`config.mk`:
```
export PLATFORM = sky130hd
export DESIGN_NAME = four_channel_toggle_counter_regs_top
export DESIGN_NICKNAME = d
export VERILOG_FILES = /design/src/fctc_pkg.sv /design/src/four_channel_toggle_counter_regs_top.sv
export SDC_FILE = /design/constraint.sdc
export NUM_CORES = 1
export LEC_CHECK = 0
export ABC_AREA = 0
export BUFFER_PORTS_ARGS = -buffer_cell sky130_fd_sc_hd__buf_2
export CELL_PAD_IN_SITES_DETAIL_PLACEMENT = 0
export CELL_PAD_IN_SITES_GLOBAL_PLACEMENT = 1
export CORE_ASPECT_RATIO = 0.7
export CORE_MARGIN = 2
export CORE_UTILIZATION = 36
export CTS_CLUSTER_SIZE = 28
export DETAILED_ROUTE_END_ITERATION = 7
export PLACE_DENSITY_LB_ADDON = 0.1
export RECOVER_POWER = 25
export SYNTH_ARGS = -nofsm -noshare
export SYNTH_HDL_FRONTEND = slang
export SYNTH_SLANG_ARGS = --single-unit
```
`constraint.sdc`:
```
create_clock -name i_clk -period 5.4 [get_ports i_clk]
set_input_delay 1.08 -clock i_clk [delete_from_list [all_inputs] [get_ports i_clk]]
set_output_delay 1.08 -clock i_clk [all_outputs]
set_load 0.01 [all_outputs]
```
`src/fctc_pkg.sv`:
```
`timescale 1ns / 1ps

package fctc_pkg;

    typedef enum logic [1:0] {
        KIND_SAMPLE = 2'd0,
        KIND_WRITE  = 2'd1,
        KIND_READ   = 2'd2,
        KIND_TICK   = 2'd3
    } t_kind;

    typedef enum logic [1:0] {
        REG_SWAP_ONE = 2'd0,
        REG_SWAP_TWO = 2'd1,
        REG_BLINK    = 2'd2
    } t_reg_idx;

    localparam logic [7:0]  CMD_IDLE     = 8'h00;
    localparam logic [7:0]  CMD_IDENT    = 8'h01;
    localparam logic [7:0]  CMD_LOAD     = 8'h0C;
    localparam logic [7:0]  CMD_COUNTS   = 8'h10;
    localparam logic [7:0]  PAD_BYTE     = 8'hFF;
    localparam logic [15:0] BLINK_RESET  = 16'd500;
    localparam logic [3:0]  IDENT_LAST   = 4'd6;
    localparam logic [3:0]  COUNTS_LAST  = 4'd15;

    function automatic logic [7:0] ident_byte(input logic [2:0] idx);
        logic [7:0] b;
        unique case (idx)
            3'd0:    b = 8'h6F;
            3'd1:    b = 8'h64;
            3'd2:    b = 8'h73;
            3'd3:    b = 8'h70;
            3'd4:    b = 8'h30;
            3'd5:    b = 8'h31;
            default: b = 8'h00;
        endcase
        return b;
    endfunction

endpackage

```
`src/four_channel_toggle_counter_regs_top.sv`:
```
`timescale 1ns / 1ps

// Channel   Direction  tdata (low bit up)               tuser       tlast
// s_axis    in         pin_levels[3:0], data_byte[11:4]  kind[1:0]   end_of_write
// m_axis    out        read_byte[7:0], led_level[8]      read_valid  last_of_run
// cfg       in         wdata[15:0] at index idx          -           -
//
// Samples, written bytes and ticks: one item per cycle while s_tready is high, one result each.
// Read request: a single 0x00 answer, or a run of 7 ID bytes or 16 count bytes,
// set by the byte sequencer feeding the output register.
// Reset is synchronous, active low; clears all state but output byte/flags, loads register defaults.
// s_tready drops while the output register is full and not taken, or a run is out.

module four_channel_toggle_counter_regs_top (
    input  logic        i_clk,
    input  logic        i_rst_n,

    input  logic        i_s_tvalid,
    output logic        o_s_tready,
    input  logic [15:0] i_s_tdata,   // pin_levels[3:0], data_byte[11:4], zero[15:12]
    input  logic [1:0]  i_s_tuser,   // kind[1:0]
    input  logic        i_s_tlast,

    output logic        o_m_tvalid,
    input  logic        i_m_tready,
    output logic [15:0] o_m_tdata,   // read_byte[7:0], led_level[8], zero[15:9]
    output logic        o_m_tuser,   // read_valid
    output logic        o_m_tlast,

    input  logic        i_cfg_wen,
    input  logic [1:0]  i_cfg_idx,
    input  logic [15:0] i_cfg_wdata
);

    logic        r_swap1, r_swap2;
    logic [15:0] r_blink;

    logic [7:0]  r_pending, n_pending;
    logic [1:0]  r_load_cnt, n_load_cnt;
    logic [31:0] r_load_val, n_load_val;
    logic        r_discard, n_discard;
    logic [3:0]  r_levels, n_levels;
    logic [31:0] r_count [4];
    logic [31:0] n_count [4];
    logic [31:0] r_seen [4];
    logic [31:0] n_seen [4];
    logic [31:0] r_time, n_time;
    logic [31:0] r_check, n_check;
    logic        r_led, n_led;

    logic        r_out_valid;
    logic [7:0]  r_out_byte;
    logic        r_out_rvalid;
    logic        r_out_last;
    logic        r_out_led;

    logic        r_run_active, n_run_active;
    logic        r_run_ident, n_run_ident;
    logic [3:0]  r_run_idx, n_run_idx;

    logic        out_free;
    logic        in_acc;
    fctc_pkg::t_kind kind;
    logic [3:0]  levels;
    logic [7:0]  wbyte;

    logic [31:0] shifted;
    logic [31:0] load_word;
    logic        do_load;
    logic [31:0] time_inc;
    logic [31:0] elapsed;
    logic        changed;

    logic [1:0]  run_ch;
    logic [31:0] run_word;
    logic [31:0] run_shifted;
    logic [4:0]  run_sh;
    logic [7:0]  run_byte;
    logic        run_last;

    logic        emit_now;
    logic [7:0]  emit_byte;
    logic        emit_rvalid;

    assign out_free   = !r_out_valid || i_m_tready;
    assign o_s_tready = out_free && !r_run_active;
    assign in_acc     = i_s_tvalid && o_s_tready;
    assign kind       = fctc_pkg::t_kind'(i_s_tuser);
    assign levels     = i_s_tdata[3:0];
    assign wbyte      = i_s_tdata[11:4];

    assign o_m_tvalid = r_out_valid;
    assign o_m_tdata  = {7'd0, r_out_led, r_out_byte};
    assign o_m_tuser  = r_out_rvalid;
    assign o_m_tlast  = r_out_last;

    // read-out byte from live counts or the ID table; nothing else is accepted during a run
    assign run_ch      = {r_run_idx[3], r_run_idx[2] ^ (r_run_idx[3] ? r_swap2 : r_swap1)};
    assign run_word    = r_count[run_ch];
    assign run_sh      = {~r_run_idx[1:0], 3'b000};
    assign run_shifted = run_word >> run_sh;
    assign run_byte    = r_run_ident ? fctc_pkg::ident_byte(r_run_idx[2:0])
                                     : run_shifted[7:0];
    assign run_last    = r_run_ident ? (r_run_idx == fctc_pkg::IDENT_LAST)
                                     : (r_run_idx == fctc_pkg::COUNTS_LAST);

    assign shifted  = {r_load_val[23:0], wbyte};
    assign time_inc = r_time + 32'd1;
    assign elapsed  = time_inc - r_check;
    assign changed  = (r_count[0] != r_seen[0]) || (r_count[1] != r_seen[1]) ||
                      (r_count[2] != r_seen[2]) || (r_count[3] != r_seen[3]);

    always_comb begin
        n_pending    = r_pending;
        n_load_cnt   = r_load_cnt;
        n_load_val   = r_load_val;
        n_discard    = r_discard;
        n_levels     = r_levels;
        n_count      = r_count;
        n_seen       = r_seen;
        n_time       = r_time;
        n_check      = r_check;
        n_led        = r_led;
        n_run_active = r_run_active;
        n_run_ident  = r_run_ident;
        n_run_idx    = r_run_idx;
        load_word    = shifted;
        do_load      = 1'b0;
        emit_now     = 1'b0;
        emit_byte    = 8'h00;
        emit_rvalid  = 1'b0;

        if (r_run_active && out_free) begin
            n_run_idx = r_run_idx + 4'd1;
            if (run_last) begin
                n_run_active = 1'b0;
            end
        end

        if (in_acc) begin
            emit_now = 1'b1;
            unique case (kind)
                fctc_pkg::KIND_SAMPLE: begin
                    for (int i = 0; i < 4; i++) begin
                        if (levels[i] != r_levels[i]) begin
                            n_levels[i] = levels[i];
                            n_count[i]  = r_count[i] + 32'd1;
                        end
                    end
                end
                fctc_pkg::KIND_WRITE: begin
                    if (r_discard) begin
                        if (i_s_tlast) begin
                            n_discard = 1'b0;
                        end
                    end else if (r_pending == fctc_pkg::CMD_IDLE) begin
                        n_pending  = wbyte;
                        n_load_cnt = 2'd0;
                        n_load_val = 32'd0;
                    end else if (r_pending == fctc_pkg::CMD_LOAD) begin
                        if (r_load_cnt == 2'd3) begin
                            do_load    = 1'b1;
                            n_pending  = fctc_pkg::CMD_IDLE;
                            n_load_cnt = 2'd0;
                            n_load_val = 32'd0;
                            n_discard  = !i_s_tlast;
                        end else if (i_s_tlast) begin
                            unique case (r_load_cnt)
                                2'd0:    load_word = {wbyte, {3{fctc_pkg::PAD_BYTE}}};
                                2'd1:    load_word = {shifted[15:0], {2{fctc_pkg::PAD_BYTE}}};
                                default: load_word = {shifted[23:0], fctc_pkg::PAD_BYTE};
                            endcase
                            do_load    = 1'b1;
                            n_pending  = fctc_pkg::CMD_IDLE;
                            n_load_cnt = 2'd0;
                            n_load_val = 32'd0;
                        end else begin
                            n_load_val = shifted;
                            n_load_cnt = r_load_cnt + 2'd1;
                        end
                    end else begin
                        n_pending  = fctc_pkg::CMD_IDLE;
                        n_load_cnt = 2'd0;
                        n_load_val = 32'd0;
                        n_discard  = !i_s_tlast;
                    end
                end
                fctc_pkg::KIND_READ: begin
                    n_pending  = fctc_pkg::CMD_IDLE;
                    n_load_cnt = 2'd0;
                    n_load_val = 32'd0;
                    n_discard  = 1'b0;
                    if (r_pending == fctc_pkg::CMD_IDENT ||
                        r_pending == fctc_pkg::CMD_COUNTS) begin
                        emit_now     = 1'b0;
                        n_run_active = 1'b1;
                        n_run_ident  = (r_pending == fctc_pkg::CMD_IDENT);
                        n_run_idx    = 4'd0;
                    end else begin
                        emit_rvalid = 1'b1;
                    end
                end
                fctc_pkg::KIND_TICK: begin
                    n_time = time_inc;
                    if (elapsed > {16'd0, r_blink}) begin
                        n_check = time_inc;
                        if (changed) begin
                            n_seen = r_count;
                            n_led  = !r_led;
                        end
                    end
                end
            endcase
            if (do_load) begin
                for (int i = 0; i < 4; i++) begin
                    n_count[i] = load_word;
                end
            end
        end
    end

    always_ff @(posedge i_clk) begin
        if (!i_rst_n) begin
            r_swap1      <= 1'b0;
            r_swap2      <= 1'b0;
            r_blink      <= fctc_pkg::BLINK_RESET;
            r_pending    <= fctc_pkg::CMD_IDLE;
            r_load_cnt   <= 2'd0;
            r_load_val   <= 32'd0;
            r_discard    <= 1'b0;
            r_levels     <= 4'd0;
            r_time       <= 32'd0;
            r_check      <= 32'd0;
            r_led        <= 1'b0;
            r_run_active <= 1'b0;
            r_run_ident  <= 1'b0;
            r_run_idx    <= 4'd0;
            r_out_valid  <= 1'b0;
            for (int i = 0; i < 4; i++) begin
                r_count[i] <= 32'd0;
                r_seen[i]  <= 32'd0;
            end
        end else begin
            if (i_cfg_wen) begin
                unique case (fctc_pkg::t_reg_idx'(i_cfg_idx))
                    fctc_pkg::REG_SWAP_ONE: r_swap1 <= i_cfg_wdata[0];
                    fctc_pkg::REG_SWAP_TWO: r_swap2 <= i_cfg_wdata[0];
                    fctc_pkg::REG_BLINK:    r_blink <= i_cfg_wdata;
                    default: ;
                endcase
            end
            r_pending    <= n_pending;
            r_load_cnt   <= n_load_cnt;
            r_load_val   <= n_load_val;
            r_discard    <= n_discard;
            r_levels     <= n_levels;
            r_count      <= n_count;
            r_seen       <= n_seen;
            r_time       <= n_time;
            r_check      <= n_check;
            r_led        <= n_led;
            r_run_active <= n_run_active;
            r_run_ident  <= n_run_ident;
            r_run_idx    <= n_run_idx;
            if (out_free) begin
                r_out_valid <= emit_now || r_run_active;
            end
        end
    end

    always_ff @(posedge i_clk) begin
        if (r_run_active && out_free) begin
            r_out_byte   <= run_byte;
            r_out_rvalid <= 1'b1;
            r_out_last   <= run_last;
            r_out_led    <= r_led;
        end else if (emit_now) begin
            r_out_byte   <= emit_byte;
            r_out_rvalid <= emit_rvalid;
            r_out_last   <= 1'b1;
            r_out_led    <= n_led;
        end
    end

    a_no_accept_in_run: assert property (@(posedge i_clk) disable iff (!i_rst_n)
        r_run_active |-> !o_s_tready)
        else $error("item accepted during read run");

    a_plain_is_last: assert property (@(posedge i_clk) disable iff (!i_rst_n)
        (o_m_tvalid && !o_m_tuser) |-> (o_m_tlast && o_m_tdata[7:0] == 8'h00))
        else $error("non-read result not a single zero item");

    a_led_on_tick: assert property (@(posedge i_clk) disable iff (!i_rst_n)
        (r_led != $past(r_led)) |->
            $past(in_acc && i_s_tuser == fctc_pkg::KIND_TICK))
        else $error("led changed without tick");

    a_ident_range: assert property (@(posedge i_clk) disable iff (!i_rst_n)
        (r_run_active && r_run_ident) |-> (r_run_idx <= fctc_pkg::IDENT_LAST))
        else $error("ident run index out of range");

endmodule
```
* Word level (Yosys, flattened, before mapping)
Index checks and enable logic that the tools add are counted.
Cells by class: mux-type cells 75, $add $sub $neg 8, $lt $le $gt $ge 2, reductions and logical operators 43, equal/unequal tests 27, bitwise gates (word level) 3, shifts and indexed selects 1
Operators with widths (count):
- $mux W32 | 12
- $mux W128 | 2
- $add A32 B1 Y32 const B | 5
- $ne A32 B32 Y1 | 4
- $mux W24 | 5
- $bmux W32 S2 | 1
- $mux W8 | 8
- $pmux W32 S2 | 1
- $pmux W24 S2 | 1
- $pmux W7 S6 | 1
- $reduce_and A3 Y1 | 11
- $gt A32 B16 Y1 | 1
- $mux W1 | 32
- $shr A32 B5 Y8 | 1
- $sub A32 B32 Y32 | 1
- $mux W4 | 4
- $pmux W8 S2 | 1
- $reduce_bool A2 Y1 | 7
- $mux W2 | 5
- $reduce_and A2 Y1 | 5
- $eq A2 B2 Y1 const B | 4
- $eq A8 B1 Y1 const B | 1
- $eq A8 B4 Y1 const B | 1
- $eq A8 B5 Y1 const B | 1
- 24 further kinds | 44
Word-level totals: input port bits 42, output and inout port bits 20, flip-flop bits (word level) 396

* Logic depth before layout (Yosys ltp)
depth in word-level cells 10, mapped depth 29, depth with buffers taken out 24

* Least setup slack after synthesis
Ideal clock, no wire load.
kind register to register, from reg r_time[0], to reg r_out_led (data pin), arrival 5.662 ns, setup time 0.260 ns, period minus slack after synthesis 5.922 ns, path slack -0.522 ns, cell stages (with the launch flop) 30, cells stage by stage dfxtp_1 -> ha_1 -> nand3_1 -> nor2_1 -> nand3_1 -> nor2_1 -> and3_1 -> xor2_1 -> ha_1 -> buf_2 -> nand2_1 -> or3_4 -> a211oi_1 -> nor2_1 -> xnor2_1 -> ha_1 -> nand4_1 -> nor3_1 -> o31a_1 -> a2111oi_0 -> a32oi_1 -> a311oi_1 -> nand4_1 -> or4b_1 -> buf_2 -> and3_1 -> clkbuf_1 -> buf_6 -> buf_6 -> xor2_1
Between the ends: longest elaborated chain between the ends 8
RTL lines:
- start: declaration | RTL line four_channel_toggle_counter_regs_top.sv:47 | logic [31:0] r_time, n_time;
- start signal: assignment | RTL line four_channel_toggle_counter_regs_top.sv:259 | r_time <= n_time;
- $add A32 B1 Y32 | RTL line four_channel_toggle_counter_regs_top.sv:108 | assign time_inc = r_time + 32'd1;
- net time_inc[12] | RTL line four_channel_toggle_counter_regs_top.sv:70 | logic [31:0] time_inc;
- $sub A32 B32 Y32 | RTL line four_channel_toggle_counter_regs_top.sv:109 | assign elapsed = time_inc - r_check;
- $gt A32 B16 Y1 | RTL line four_channel_toggle_counter_regs_top.sv:205 | if (elapsed > {16'd0, r_blink}) begin
- $mux W1 | RTL line four_channel_toggle_counter_regs_top.sv:205
- $mux W1 | RTL line four_channel_toggle_counter_regs_top.sv:142 | unique case (kind)
- $mux W1 | RTL line four_channel_toggle_counter_regs_top.sv:140 | if (in_acc) begin
- $mux W1 | RTL line four_channel_toggle_counter_regs_top.sv:277 | end else if (emit_now) begin
- $mux W1 | RTL line four_channel_toggle_counter_regs_top.sv:272 | if (r_run_active && out_free) begin
- end signal: assignment | RTL line four_channel_toggle_counter_regs_top.sv:276 | r_out_led <= r_led;
- end signal: assignment | RTL line four_channel_toggle_counter_regs_top.sv:281 | r_out_led <= n_led;
- end: declaration | RTL line four_channel_toggle_counter_regs_top.sv:55 | logic r_out_led;
The timed path passes the listed nets, and every way through them passes these cells. The select of a mux whose other input is x is not followed. A chain may end at the register's enable or synchronous reset.

* Worst setup path in the final report
from reg r_time[5], to reg r_seen[60] (netlist bit)
Between the ends: longest elaborated chain between the ends 4
RTL lines:
- $add A32 B1 Y32 | RTL line four_channel_toggle_counter_regs_top.sv:108
- net time_inc[9] | RTL line four_channel_toggle_counter_regs_top.sv:70
- $sub A32 B32 Y32 | RTL line four_channel_toggle_counter_regs_top.sv:109
- $gt A32 B16 Y1 | RTL line four_channel_toggle_counter_regs_top.sv:205
- $reduce_and A4 Y1 (no source line)
- end signal: assignment | RTL line four_channel_toggle_counter_regs_top.sv:258 | r_seen <= n_seen;
- end: declaration | RTL line four_channel_toggle_counter_regs_top.sv:45 | logic [31:0] r_seen [4];
The timed path passes the listed nets, and every way through them passes these cells.

==> impl_metrics.ini <==
[synthesis]
synth_xor_area_share_pct = 7.708
post_synth_main_area_contributors = dfxtp_1, nand2_1, mux2i_1
synth_top_cell_area_share_pct = 32.08
synth_edf_count = 10
post_synth_and_or_nand_nor_area_fraction_pct = 21.69
synth-compound-area-share_pct = 17.20
post_synth_num_cell_types = 80
synth.avg_cell_area_um2 = 7.790
synth_mux_area_share_pct = 10.60
mappedNetlistArea_um2 = 24090
yosys_register_bits = 396
yosysTopAreaCell = dfxtp_1
synth-adder-area-share_pct = 3.407
ys.warnings.count = 0
largest_family_of_logic_cells_by_synthesized_area = simple AND/OR/NAND/NOR gates
async_flop_share_pct = 0
synth_ff_type = dfxtp_1
synth.yosys.seq_area_share_pct = 33.33
syn_inst = 3092

[global_route]
grt_pass1_wl_um = 132000
grt_start_max_net_pins = 215
first_global_vias = 21129
grt_use_total_pct = 24.76
grt_remaining_overflow = 0
grt_antenna_before_repair = 0

[setup_path]
worstPathRequired_ns = 5.89
cp-end-kind = flop
worstPathArrival_ns = 5.78
timing.critical_path.from_type = flop
setup.worst_path.class = reg -> reg
worst-path-max-fanout = 8

[floorplanning]
placementRows = 79
starting_density_of_the_core_pct = 36.32
die_area_um2 = 69030
core_region_area_um2 = 66320
num_io_pins = 62
fp.dieH_um = 220.4
floorplan.die.width_um = 313.2

[placement]
final_gp_congestion = 0.8875
dp.cells = 3959
detailedPlacementHpwl_um = 62190
io_buffer_count = 50
preCtsSetupSlack_ns = -0.3222

[sta]
count_of_final_hold_check_violations = 0
min_period_ns = 5.289
timing.final.max_slew_violations = 0
setup_total_negative_slack_ns = 0
finClkSkew_ns = 0.04668
setup_slack_ns = 0.1109
min_period_over_period_pct = 97.95
slew_limit_headroom_pct = 16.29
timing.final.setup_violations = 0
max_clock_freq_ghz = 0.1891
transition_time_at_the_pin_with_the_least_slew_margin_ns = 1.244
setup_repair_after_global_routing_missed_its_margin = true

[cts]
insertion_delay_ns = 0.62
cts_made_buffers = 45
cts_max_path_buffers = 3
cts-htree-levels = 2
clock_transition_at_the_register_clock_pins_on_the_worst_setup_and_hold_paths_after_cts_ns = 0.06
cts_tree = yes
clkSinkCount = 396
clockRootBuffer = clkbuf_16

[power_and_ir_drop]
leakagePower_nw = 10.97
power.total_w = 0.006757
powerDensity_nw_per_um2 = 238.6
irDropWorstVdd_v = 0.0002147

[final_layout]
n_antenna_cell = 0
area_growth_syn_to_layout_pct = 17.56
share_of_cells_above_drive_strength_1_pct = 14.96
finalCoreUtilization_pct = 42.70
nets = 3249
stdcell_count = 4066

[route]
dr_total_vias = 22679
drt_first_iter_violations = 1708
drt_wl_cell_um = 21.59
routed_wl_um = 87780
avgViaCountPerCell = 5.578
post_route_antenna_net_violation_count = 0
drcViolationCount = 0
drt_pre_antenna_iters = 5

[job]
maxCapViolCount = 0

[outcome]
outcome = finished clean

[worst_hold_path]
hold_path_class = reg -> reg
==> layout by cell type (no fill, tap or decap), drive strengths merged, types with 8 or more instances in the layout <==
master,instances
nand4,41
nor2,232
clkinv,10
o22ai,8
o21ai,245
dfxtp,386
ha,64
xor2,173
mux2i,164
nor3,50
a211oi,26
and2,8
mux4,40
nand2,550
o31ai,15
inv,78
or3,12
nor2b,19
and4,13
a21o,16
nor3b,15
a31oi,40
a21oi,234
o21a,8
edfxtp,10
a22oi,43
xnor2,39
clkbuf,73
nor4,60
nand2b,8
buf,262
o211ai,14
and3,44
nand3,80
==> cell families (layout without fill, tap and decap cells) <==
| logic type | Yosys count | after routing |
|---|---|---|
| buf+inv | 352 | 427 |
| compound gates | 705 | 705 |
| xor+xnor | 212 | 212 |
| simple gates | 1156 | 1158 |
| flops | 396 | 396 |
| mux | 205 | 205 |
| other cells | 1 | 7 |
| fa+ha+maj | 65 | 65 |
==> stage by stage <==
stage               cell area (µm²)  hold slack (ns)
floorplan                     24180           0.4263
global placement              26030           0.4383
detailed placement            26030           0.4463
CTS                           27870           0.4546
global route                  28320           0.4779
finish                        28320           0.4544
==> cells in the mapped netlist (8+ instances only) <==
master	number
or3_1	11
edfxtp_1	10
clkbuf_1	225
nand2_1	550
o22ai_1	8
dfxtp_1	386
a31oi_1	40
nand4_1	40
inv_1	77
and4_1	13
o31ai_1	15
nor3_1	50
a211oi_1	24
nor3b_1	15
a21o_1	16
nor2_1	232
ha_1	64
and2_1	8
a21oi_1	231
mux4_2	40
and3_1	42
nor4_1	60
buf_6	11
o211ai_1	14
buf_1	12
o21a_1	8
o21ai_0	243
buf_2	16
a22oi_1	43
nand3_1	80
nand2b_1	8
nor2b_1	19
buf_4	8
mux2i_1	164
xnor2_1	39
xor2_1	173
==> power by group <==
group	total [W]	internal, W	switching (W)
clock network	0.00322	0.00187	0.00135
logic	0.000564	0.000226	0.000338
registers	0.00297	0.00295	0.0000184
==> state kept, by name, indices dropped and copies added, names as in the netlist, 2 cells and up <==
signal      flops
r_check        32
r_blink        16
r_out_byte      8
r_load_cnt      2
r_count       128
r_time         32
r_pending       8
r_load_val     24
r_run_idx       4
r_seen        128
r_levels        4
==> critical path, stage by stage, from the launching register on <==
cell and delay, ns:
dfxtp_1 0.36, nand4_1 0.19, nor2_1 0.18, and3_1 0.22
xor2_2 0.25, ha_4 0.19, nand4_4 0.12, buf_6 0.14
or3_4 0.39, a211oi_4 0.19, nor2_2 0.06, xnor2_1 0.16
ha_1 0.27, nand4_1 0.17, nor3_2 0.08, o31a_1 0.13
a2111oi_4 0.34, a32oi_2 0.14, a311oi_2 0.22, nand4_1 0.13
or4b_4 0.58, and3_4 0.29, buf_4 0.21, mux2i_2 0.17
==> routing by layer <==
layer | up-vias | part of all wire (%) | GRT usage (%)
met5 | - | 0 | 0
met4 | 0 | 2.6 | 7.145
met3 | 134 | 6.2 | 4.067
met2 | 642 | 44 | 38.57
met1 | 10991 | 47 | 35.20
li1 | 10912 | - | -
==> timing repair <==
action / in CTS / in global routing
endpoints found under the setup margin: 162 / 162
setup buffers: 9 / 6
resized for setup: 37 / 50
pin swaps: 17 / 10
cloned: 5 / 7
hold buffers: 0 / 0
==> path summary, 6_finish.rpt <==
check,startpoint,to,slack [ns],cells past startpoint
hold / removal,r_pending[6],r_pending[6],0.45,2
setup reg to reg,r_time[5],r_seen[60],0.11,23
setup / recovery,r_time[5],r_seen[60],0.11,23
hold reg to reg,r_pending[6],r_pending[6],0.45,2
==> layout make-up <==
cell class	instances	area (µm²)
Sequential cell	396	8041
Clock buffer	66	1346
Clock inverter	14	158.9
Timing Repair Buffer	269	2207
Multi-Input combinational cell	2352	15150
Tap cell	891	1115
Fill cell	6607	38010
Inverter	78	297.8
Power figures use the tool's default switching activity.
